$ cat src/sv/i2csbs_pkg.sv
`timescale 1ns / 1ps
// ----------------------------------------------------------------------------
// I2C slave byte sequencer package
// Shared codes, state types and the beat structures of the sequencer.
// ----------------------------------------------------------------------------
package i2csbs_pkg;

   // Bus event codes carried in req_type.
   localparam logic [1:0] REQ_START      = 2'd0;
   localparam logic [1:0] REQ_START_STOP = 2'd1;
   localparam logic [1:0] REQ_SHIFT_DONE = 2'd2;

   // Sequencer phase.
   typedef enum logic [2:0] {
      PH_CHECK_ADDR  = 3'd0,
      PH_SEND_DATA   = 3'd1,
      PH_REQ_REPLY   = 3'd2,
      PH_CHECK_REPLY = 3'd3,
      PH_REQ_DATA    = 3'd4,
      PH_GET_DATA    = 3'd5
   } phase_type;

   // Line actions.
   localparam logic [2:0] ACT_NONE      = 3'd0;
   localparam logic [2:0] ACT_SEND_ACK  = 3'd1;
   localparam logic [2:0] ACT_SEND_DATA = 3'd2;
   localparam logic [2:0] ACT_READ_ACK  = 3'd3;
   localparam logic [2:0] ACT_READ_DATA = 3'd4;
   localparam logic [2:0] ACT_LISTEN    = 3'd5;
   localparam logic [2:0] ACT_ARMED     = 3'd6;

   // Application notifications.
   localparam logic [2:0] NOTE_NONE  = 3'd0;
   localparam logic [2:0] NOTE_START = 3'd1;
   localparam logic [2:0] NOTE_READ  = 3'd2;
   localparam logic [2:0] NOTE_WRITE = 3'd3;
   localparam logic [2:0] NOTE_STOP  = 3'd4;

   // General call address byte.
   localparam logic [7:0] GENERAL_CALL = 8'h00;

   typedef struct packed {
      logic [1:0] req_type;
      logic [7:0] shift_data;
      logic [7:0] tx_byte;
   } req_beat_type;

   typedef struct packed {
      logic [2:0] line_action;
      logic [2:0] notify_kind;
      logic       rw_bit;
      logic [7:0] data_out;
   } rsp_beat_type;

   typedef struct packed {
      phase_type phase;
      logic      ovf_en;
   } seq_state_type;

endpackage

$ cat src/sv/i2csbs_req_if.sv
`timescale 1ns / 1ps
// ----------------------------------------------------------------------------
// Request channel
// Valid/ready channel that carries one bus event beat into the sequencer.
// ----------------------------------------------------------------------------
interface i2csbs_req_if;
   logic       valid;
   logic       ready;
   logic [1:0] req_type;
   logic [7:0] shift_data;
   logic [7:0] tx_byte;

   modport source (output valid, output req_type, output shift_data, output tx_byte,
                   input ready);
   modport sink (input valid, input req_type, input shift_data, input tx_byte,
                 output ready);
endinterface

$ cat src/sv/i2csbs_rsp_if.sv
`timescale 1ns / 1ps
// ----------------------------------------------------------------------------
// Response channel
// Valid/ready channel that carries one result beat out of the sequencer.
// ----------------------------------------------------------------------------
interface i2csbs_rsp_if;
   logic       valid;
   logic       ready;
   logic [2:0] line_action;
   logic [2:0] notify_kind;
   logic       rw_bit;
   logic [7:0] data_out;

   modport source (output valid, output line_action, output notify_kind,
                   output rw_bit, output data_out, input ready);
   modport sink (input valid, input line_action, input notify_kind,
                 input rw_bit, input data_out, output ready);
endinterface

$ cat src/sv/i2csbs_step.sv
`timescale 1ns / 1ps
// ----------------------------------------------------------------------------
// I2C slave sequencer step
// Decodes one bus event against the current phase and gives the result beat
// and the next sequencer state.
// ----------------------------------------------------------------------------
module i2csbs_step
   import i2csbs_pkg::*;
(
   input  req_beat_type  req_beat,
   input  seq_state_type cur_state,
   input  logic [6:0]    own_address,
   output rsp_beat_type  rsp_beat,
   output seq_state_type nxt_state
);

   logic addr_hit;

   // The address byte matches our address or is a general call.
   assign addr_hit = (req_beat.shift_data == GENERAL_CALL) ||
                     (req_beat.shift_data[7:1] == own_address);

   always_comb begin
      rsp_beat  = '0;
      nxt_state = cur_state;
      unique case (req_beat.req_type)
         REQ_START: begin
            nxt_state.phase  = PH_CHECK_ADDR;
            nxt_state.ovf_en = 1'b1;
            rsp_beat.line_action = ACT_ARMED;
         end
         REQ_START_STOP: begin
            nxt_state.phase  = PH_CHECK_ADDR;
            nxt_state.ovf_en = 1'b0;
            rsp_beat.notify_kind = NOTE_STOP;
            rsp_beat.line_action = ACT_LISTEN;
         end
         REQ_SHIFT_DONE: begin
            if (cur_state.ovf_en) begin
               unique case (cur_state.phase)
                  PH_CHECK_ADDR: begin
                     if (addr_hit) begin
                        rsp_beat.rw_bit      = req_beat.shift_data[0];
                        rsp_beat.notify_kind = NOTE_START;
                        rsp_beat.line_action = ACT_SEND_ACK;
                        nxt_state.phase = req_beat.shift_data[0] ? PH_SEND_DATA
                                                                 : PH_REQ_DATA;
                     end else begin
                        nxt_state.ovf_en     = 1'b0;
                        rsp_beat.line_action = ACT_LISTEN;
                     end
                  end
                  PH_CHECK_REPLY: begin
                     // Any nonzero sample is a NACK from the master.
                     if (req_beat.shift_data != 8'd0) begin
                        nxt_state.ovf_en     = 1'b0;
                        rsp_beat.line_action = ACT_LISTEN;
                     end else begin
                        rsp_beat.data_out    = req_beat.tx_byte;
                        rsp_beat.notify_kind = NOTE_READ;
                        rsp_beat.line_action = ACT_SEND_DATA;
                        nxt_state.phase      = PH_REQ_REPLY;
                     end
                  end
                  PH_SEND_DATA: begin
                     rsp_beat.data_out    = req_beat.tx_byte;
                     rsp_beat.notify_kind = NOTE_READ;
                     rsp_beat.line_action = ACT_SEND_DATA;
                     nxt_state.phase      = PH_REQ_REPLY;
                  end
                  PH_REQ_REPLY: begin
                     nxt_state.phase      = PH_CHECK_REPLY;
                     rsp_beat.line_action = ACT_READ_ACK;
                  end
                  PH_REQ_DATA: begin
                     nxt_state.phase      = PH_GET_DATA;
                     rsp_beat.line_action = ACT_READ_DATA;
                  end
                  PH_GET_DATA: begin
                     rsp_beat.notify_kind = NOTE_WRITE;
                     rsp_beat.data_out    = req_beat.shift_data;
                     rsp_beat.line_action = ACT_SEND_ACK;
                     nxt_state.phase      = PH_REQ_DATA;
                  end
                  default: begin
                     rsp_beat  = '0;
                     nxt_state = cur_state;
                  end
               endcase
            end
         end
         default: begin
            rsp_beat  = '0;
            nxt_state = cur_state;
         end
      endcase
   end

endmodule

$ cat src/sv/i2c_slave_byte_sequencer.sv
`timescale 1ns / 1ps
// ----------------------------------------------------------------------------
// I2C slave byte sequencer
// Byte-level sequencer of a seven-bit-address I2C slave: one result per event.
// ----------------------------------------------------------------------------
// Every accepted request beat yields exactly one response beat when the
// response side is ready. Unless stalled, a new event is taken every cycle:
// the event is captured in an input register, decoded by one small step of
// logic against the phase register, and written to an output register backed
// by a one-entry skid stage, so a stalled response does not stop the request
// side until both output entries are full. The own address is written through
// csr_wr_en/csr_wr_data and should only change while no beat is in flight.
// ----------------------------------------------------------------------------
module i2c_slave_byte_sequencer
   import i2csbs_pkg::*;
(
   input  logic        clock,
   input  logic        reset,
   input  logic        csr_wr_en,
   input  logic [6:0]  csr_wr_data,
   i2csbs_req_if.sink  req_chan,
   i2csbs_rsp_if.source rsp_chan
);

   logic [6:0]    own_addr_ff;
   logic          s1_valid_ff;
   req_beat_type  s1_beat_ff;
   seq_state_type state_ff;
   seq_state_type state_in;
   rsp_beat_type  step_rsp;
   logic          main_valid_ff;
   logic          main_valid_in;
   rsp_beat_type  main_beat_ff;
   rsp_beat_type  main_beat_in;
   logic          skid_valid_ff;
   logic          skid_valid_in;
   rsp_beat_type  skid_beat_ff;
   rsp_beat_type  skid_beat_in;
   logic          req_take;
   logic          s1_move;
   logic          rsp_pop;

   // Own address register.
   always_ff @(posedge clock) begin
      if (reset) begin
         own_addr_ff <= 7'd0;
      end else if (csr_wr_en) begin
         own_addr_ff <= csr_wr_data;
      end
   end

   // Handshakes: the input stage drains whenever the skid stage is free.
   assign s1_move  = s1_valid_ff && !skid_valid_ff;
   assign req_chan.ready = !s1_valid_ff || !skid_valid_ff;
   assign req_take = req_chan.valid && req_chan.ready;
   assign rsp_pop  = main_valid_ff && rsp_chan.ready;

   // Input register.
   always_ff @(posedge clock) begin
      if (reset) begin
         s1_valid_ff <= 1'b0;
      end else if (req_take) begin
         s1_valid_ff <= 1'b1;
      end else if (s1_move) begin
         s1_valid_ff <= 1'b0;
      end
   end

   always_ff @(posedge clock) begin
      if (req_take) begin
         s1_beat_ff.req_type   <= req_chan.req_type;
         s1_beat_ff.shift_data <= req_chan.shift_data;
         s1_beat_ff.tx_byte    <= req_chan.tx_byte;
      end
   end

   // Event decode.
   i2csbs_step u_step (
      .req_beat    (s1_beat_ff),
      .cur_state   (state_ff),
      .own_address (own_addr_ff),
      .rsp_beat    (step_rsp),
      .nxt_state   (state_in)
   );

   // Sequencer state advances as each beat leaves the input register.
   always_ff @(posedge clock) begin
      if (reset) begin
         state_ff.phase  <= PH_CHECK_ADDR;
         state_ff.ovf_en <= 1'b0;
      end else if (s1_move) begin
         state_ff <= state_in;
      end
   end

   // Output register and skid stage, kept in order.
   always_comb begin
      main_valid_in = main_valid_ff;
      main_beat_in  = main_beat_ff;
      skid_valid_in = skid_valid_ff;
      skid_beat_in  = skid_beat_ff;
      if (rsp_pop) begin
         if (skid_valid_ff) begin
            main_beat_in  = skid_beat_ff;
            skid_valid_in = 1'b0;
         end else begin
            main_valid_in = s1_move;
            main_beat_in  = step_rsp;
         end
      end else if (s1_move) begin
         if (main_valid_ff) begin
            skid_valid_in = 1'b1;
            skid_beat_in  = step_rsp;
         end else begin
            main_valid_in = 1'b1;
            main_beat_in  = step_rsp;
         end
      end
   end

   always_ff @(posedge clock) begin
      if (reset) begin
         main_valid_ff <= 1'b0;
         skid_valid_ff <= 1'b0;
      end else begin
         main_valid_ff <= main_valid_in;
         skid_valid_ff <= skid_valid_in;
      end
   end

   always_ff @(posedge clock) begin
      main_beat_ff <= main_beat_in;
      skid_beat_ff <= skid_beat_in;
   end

   // Response port.
   assign rsp_chan.valid       = main_valid_ff;
   assign rsp_chan.line_action = main_beat_ff.line_action;
   assign rsp_chan.notify_kind = main_beat_ff.notify_kind;
   assign rsp_chan.rw_bit      = main_beat_ff.rw_bit;
   assign rsp_chan.data_out    = main_beat_ff.data_out;

`ifndef SYNTH
   // The skid stage only holds a beat behind a held output beat.
   a_skid_behind_main: assert property (@(posedge clock) disable iff (reset)
      skid_valid_ff |-> main_valid_ff)
      else $error("skid stage valid without output beat");

   // Popping with a beat in the skid stage keeps the output valid.
   a_skid_refill: assert property (@(posedge clock) disable iff (reset)
      (main_valid_ff && skid_valid_ff && rsp_chan.ready) |=> main_valid_ff)
      else $error("skid beat lost on pop");

   // A start event always arms overflow handling.
   a_start_arms: assert property (@(posedge clock) disable iff (reset)
      (s1_move && s1_beat_ff.req_type == REQ_START) |=> state_ff.ovf_en)
      else $error("start did not arm overflow handling");

   // A start-then-stop event always disarms and returns to address check.
   a_stop_disarms: assert property (@(posedge clock) disable iff (reset)
      (s1_move && s1_beat_ff.req_type == REQ_START_STOP) |=>
      (!state_ff.ovf_en && state_ff.phase == PH_CHECK_ADDR))
      else $error("stop did not return to listen");
`endif

endmodule

$ cat src/flat_wrapper.sv
// flat-port wrapper written by rule: the top's interface ports become plain ports
module i2c_slave_byte_sequencer_flat import i2csbs_pkg::*;
  (clock, reset, csr_wr_en, csr_wr_data, req_chan_valid, req_chan_req_type, req_chan_shift_data, req_chan_tx_byte, req_chan_ready, rsp_chan_valid, rsp_chan_line_action, rsp_chan_notify_kind, rsp_chan_rw_bit, rsp_chan_data_out, rsp_chan_ready);
  i2csbs_req_if req_chan_i ();
  i2csbs_rsp_if rsp_chan_i ();
  input  logic clock;
  input  logic reset;
  input  logic csr_wr_en;
  input  logic [6:0] csr_wr_data;
  input wire logic [$bits(req_chan_i.valid)-1:0] req_chan_valid;
  input wire logic [$bits(req_chan_i.req_type)-1:0] req_chan_req_type;
  input wire logic [$bits(req_chan_i.shift_data)-1:0] req_chan_shift_data;
  input wire logic [$bits(req_chan_i.tx_byte)-1:0] req_chan_tx_byte;
  output wire logic [$bits(req_chan_i.ready)-1:0] req_chan_ready;
  output wire logic [$bits(rsp_chan_i.valid)-1:0] rsp_chan_valid;
  output wire logic [$bits(rsp_chan_i.line_action)-1:0] rsp_chan_line_action;
  output wire logic [$bits(rsp_chan_i.notify_kind)-1:0] rsp_chan_notify_kind;
  output wire logic [$bits(rsp_chan_i.rw_bit)-1:0] rsp_chan_rw_bit;
  output wire logic [$bits(rsp_chan_i.data_out)-1:0] rsp_chan_data_out;
  input wire logic [$bits(rsp_chan_i.ready)-1:0] rsp_chan_ready;
  assign req_chan_i.valid = req_chan_valid;
  assign req_chan_i.req_type = req_chan_req_type;
  assign req_chan_i.shift_data = req_chan_shift_data;
  assign req_chan_i.tx_byte = req_chan_tx_byte;
  assign req_chan_ready = req_chan_i.ready;
  assign rsp_chan_valid = rsp_chan_i.valid;
  assign rsp_chan_line_action = rsp_chan_i.line_action;
  assign rsp_chan_notify_kind = rsp_chan_i.notify_kind;
  assign rsp_chan_rw_bit = rsp_chan_i.rw_bit;
  assign rsp_chan_data_out = rsp_chan_i.data_out;
  assign rsp_chan_i.ready = rsp_chan_ready;
  i2c_slave_byte_sequencer u_core (.clock(clock), .reset(reset), .csr_wr_en(csr_wr_en), .csr_wr_data(csr_wr_data), .req_chan(req_chan_i), .rsp_chan(rsp_chan_i));
endmodule
$ cat config.mk
export PLATFORM = sky130hd
export DESIGN_NAME = i2c_slave_byte_sequencer_flat
export DESIGN_NICKNAME = d
export VERILOG_FILES = /design/src/sv/i2csbs_pkg.sv /design/src/sv/i2csbs_req_if.sv /design/src/sv/i2csbs_rsp_if.sv /design/src/sv/i2csbs_step.sv /design/src/sv/i2c_slave_byte_sequencer.sv /design/src/flat_wrapper.sv
export SDC_FILE = /design/constraint.sdc
export NUM_CORES = 1
export LEC_CHECK = 0
export BUFFER_PORTS_ARGS = -buffer_cell sky130_fd_sc_hd__buf_4
export CAP_MARGIN = 10
export CORE_ASPECT_RATIO = 1.75
export CORE_MARGIN = 5
export CORE_UTILIZATION = 30
export DETAILED_ROUTE_END_ITERATION = 8
export SKIP_CTS_REPAIR_TIMING = 1
export SLEW_MARGIN = 10
export SYNTH_ARGS = -nofsm -noshare
export SYNTH_HDL_FRONTEND = slang
export SYNTH_HIERARCHICAL = 1
export SYNTH_SLANG_ARGS = --single-unit
$ cat constraint.sdc
create_clock -name clock -period 4 [get_ports clock]
set_clock_uncertainty 0.2 [all_clocks]
set_input_delay 0.4 -clock clock [delete_from_list [all_inputs] [get_ports clock]]
set_output_delay 0.4 -clock clock [all_outputs]
set_load 0.03 [all_outputs]
==> results.toml <==
[outcome]
outcome = "completed"

[cells_and_area]
final_util = 0.383
final_common_cell = "edfxtp_1"
n_antenna_cell = 0
nets = 299
seqCellArea_sq_um = 1720
area_growth_pct = 26.3
finalNonFillerCells = 392
final_layout_size_suffix_gt1_frac = 0.315
final_cell_mix = "edfxtp_1, buf_4, nor2_1"
fillCellCount = 877
multi_input_area_sq_um = 1030
postLayoutCellArea_sq_um = 3580

[critical_path]
r2r-end = "u_core/rsp_chan.line_action[0]"
r2r_setup_slack_ps = 1520
endpoint_kind = "flop"
reg2reg_from = "u_core/s1_beat_ff[12]"
crit_path_start_kind = "flop"
r2r.worst_path.cells = 5
crit_fanout = 12
cp_data_required_time_ps = 3880
arrival_ps = 2360
crit_path_cell_trace = "or4_4 > o21ai_4 > a21oi_1 > o31a_1 > mux2_4"
path_class = "reg -> reg"
crit_path_top_delay_cell = "or4_4"
slowest_delay_ps = 600

[detailed_routing]
vias = 1851
wl_per_cell_microns = 14.6
drc = 0
vias_per_cell = 4.72
ant_nets = 0
wirelength_mm = 5.72
firstDrtPassIters = 4
first_iter_violations = 61

[sta]
fmax_ghz = 0.402
tns_ps = 0
worst_pin_slew_ps = 1090
rsz0062_at_grt = "no"
finalMaxSlewViolations = 0
setup_violations = 0
finalHoldViolations = 0
max-slew-margin-rel = 0.267
period_share = 0.621
min_period_ps = 2480

[clock_tree]
clock_sinks = 62
htree_num_levels = 3
cts_buffers = 9
clk_latency_ps = 320
clk_pin_slew_ps = 50
cts_root_buf = "clkbuf_16"
clk_path_buf_depth = 2
cts_tree = "yes"

[global_route]
antenna_found_initial = 0
gr-total-overflow = 0
use_met3 = 0.0380
grtUsageTotal = 0.109
grt_max_degree = 19
grt.met1_usage = 0.0911
gr-max-usage-layer = "met2"
met2_usage = 0.198
grt_pass1_vias = 1989
grt_pass1_wl_mm = 9.60

[floorplanning]
die-area_sq_um = 11600
die_w_microns = 83.5
io_pins = 47
core_sq_um = 9350
fp-row-count = 47
die_h_microns = 139
start_util = 0.303

[synthesis]
synthFlopType = "edfxtp_1"
synth_edf_count = 48
synthMuxAreaShare = 0.101
syn_inst = 217
synthAdderAreaFrac = 0.0177
avgSynthCellArea_sq_um = 13.1
syn-num-nets = 251
synth_cell_type_count = 42
mappedNetlistArea_sq_um = 2840
ys_async_sr_fraction = 0
synth_compound_area_frac = 0.0997
ys_seq_area_frac = 0.607
ys_ff_latch = 62
synth_top_family_by_area = "simple AND/OR/NAND/NOR gates"
ys_warn_count = 6
synthSimpleGateAreaFrac = 0.118
synthXorXnorAreaFrac = 0.0247

[worst_hold_path]
min_from = "req_chan_shift_data[6]"
min_to = "u_core/s1_beat_ff[14]"
whs_path_depth = 1
holdCritPathClass = "in -> reg"

[power_and_ir_drop]
peakVddDrop_mv = 0.312
p_seq_frac = 0.454
internal-power_mw = 1.31
leakagePower_nw = 1.33
powerDensity_nw_per_um2 = 457
swShare = 0.198
total_power_mw = 1.63
p_sw_mw = 0.323
combPwrFrac = 0.069
p_clk_frac = 0.477

[job]
drv.max_cap_violation_count = 0

[place]
place_hpwl_mm = 4.53
portBuffers = 46
place_congestion = 0.856
dpl_cell_area_sq_um = 3270
placedCellCount = 376
metal layers:
| layer | up-vias | part of all wire |
|---|---|---|
| met5 | - | 0 |
| met4 | 0 | 0.055 |
| met3 | 21 | 0.049 |
| met2 | 66 | 0.56 |
| met1 | 862 | 0.33 |
| li1 | 902 | - |
final cells by class:
type,count,area share
Clock buffer,10,0.0640
Clock inverter,6,0.0213
Inverter,5,0.00524
Multi-Input combinational cell,140,0.287
Sequential cell,62,0.481
Tap cell,122,0.0426
Timing Repair Buffer,47,0.0986
kinds of logic after synthesis:
family | count (synthesis)
buf+inv | 15
compound gates | 40
fa+ha+maj | 4
flops | 62
mux | 23
simple gates | 65
xor+xnor | 8
cells in the mapped netlist (5+ instances only):
master | count | area (sq um)
mux2_4 | 10 | 150
mux2i_1 | 8 | 80.1
inv_1 | 5 | 18.8
xor2_1 | 7 | 61.3
a32oi_1 | 8 | 70.1
mux2_2 | 5 | 56.3
a21oi_1 | 13 | 65.1
edfxtp_1 | 48 | 1440
nand2_1 | 15 | 56.3
dfxtp_1 | 14 | 280
nor2_1 | 23 | 86.3
power groups by stage:
| stage | combinational, mW | clock (mW) | sequential [mW] |
|---|---|---|---|
| CTS | 0.115 | 0.803 | 0.742 |
| detailed placement | 0.115 | 0 | 0.754 |
| global placement | 0.113 | 0 | 0.754 |
| global route | 0.124 | 0.829 | 0.744 |
| finish | 0.113 | 0.780 | 0.741 |
| floorplan | 0.0447 | 0 | 0.769 |
registers in the layout, indices dropped and copies added, names as in the netlist, 3 cells and up:
| name | cells |
|---|---|
| u_core/skid_beat_ff | 15 |
| u_core/rsp_chan.notify_kind | 3 |
| u_core/s1_beat_ff | 18 |
| u_core/rsp_chan.data_out | 8 |
| u_core/own_addr_ff | 7 |
| u_core/rsp_chan.line_action | 3 |
| u_core/state_ff | 4 |
how the worst max path moves through the flow:
stage                                     start  depth (start not counted)  slack [ps]                              to
after floorplan           u_core/rsp_chan.valid                          2        1610          u_core/skid_beat_ff[0]
after global placement    u_core/s1_beat_ff[12]                          5        1540  u_core/rsp_chan.line_action[0]
after detailed placement  u_core/s1_beat_ff[12]                          5        1520  u_core/rsp_chan.line_action[0]
after CTS                 u_core/s1_beat_ff[12]                          5        1510  u_core/rsp_chan.line_action[0]
after global routing      u_core/s1_beat_ff[12]                          5        1450  u_core/rsp_chan.line_action[0]
final                     u_core/s1_beat_ff[12]                          5        1520  u_core/rsp_chan.line_action[0]
stage by stage:
stage | setup WS [ps] | hold WS (ps)
after floorplan | 1610 | 231
after global placement | 1540 | 308
after detailed placement | 1520 | 313
after CTS | 1510 | 33.9
after global routing | 1450 | 33.0
final | 1520 | 50.8
critical path: cells and delay by family (launching register included):
family           cells  cell delay, ps
AND/OR/NAND/NOR      1             600
flip-flops           1             420
multiplexers         1             250
AO/OA/AOI/OAI        3             770
Power figures use the tool's default switching activity.
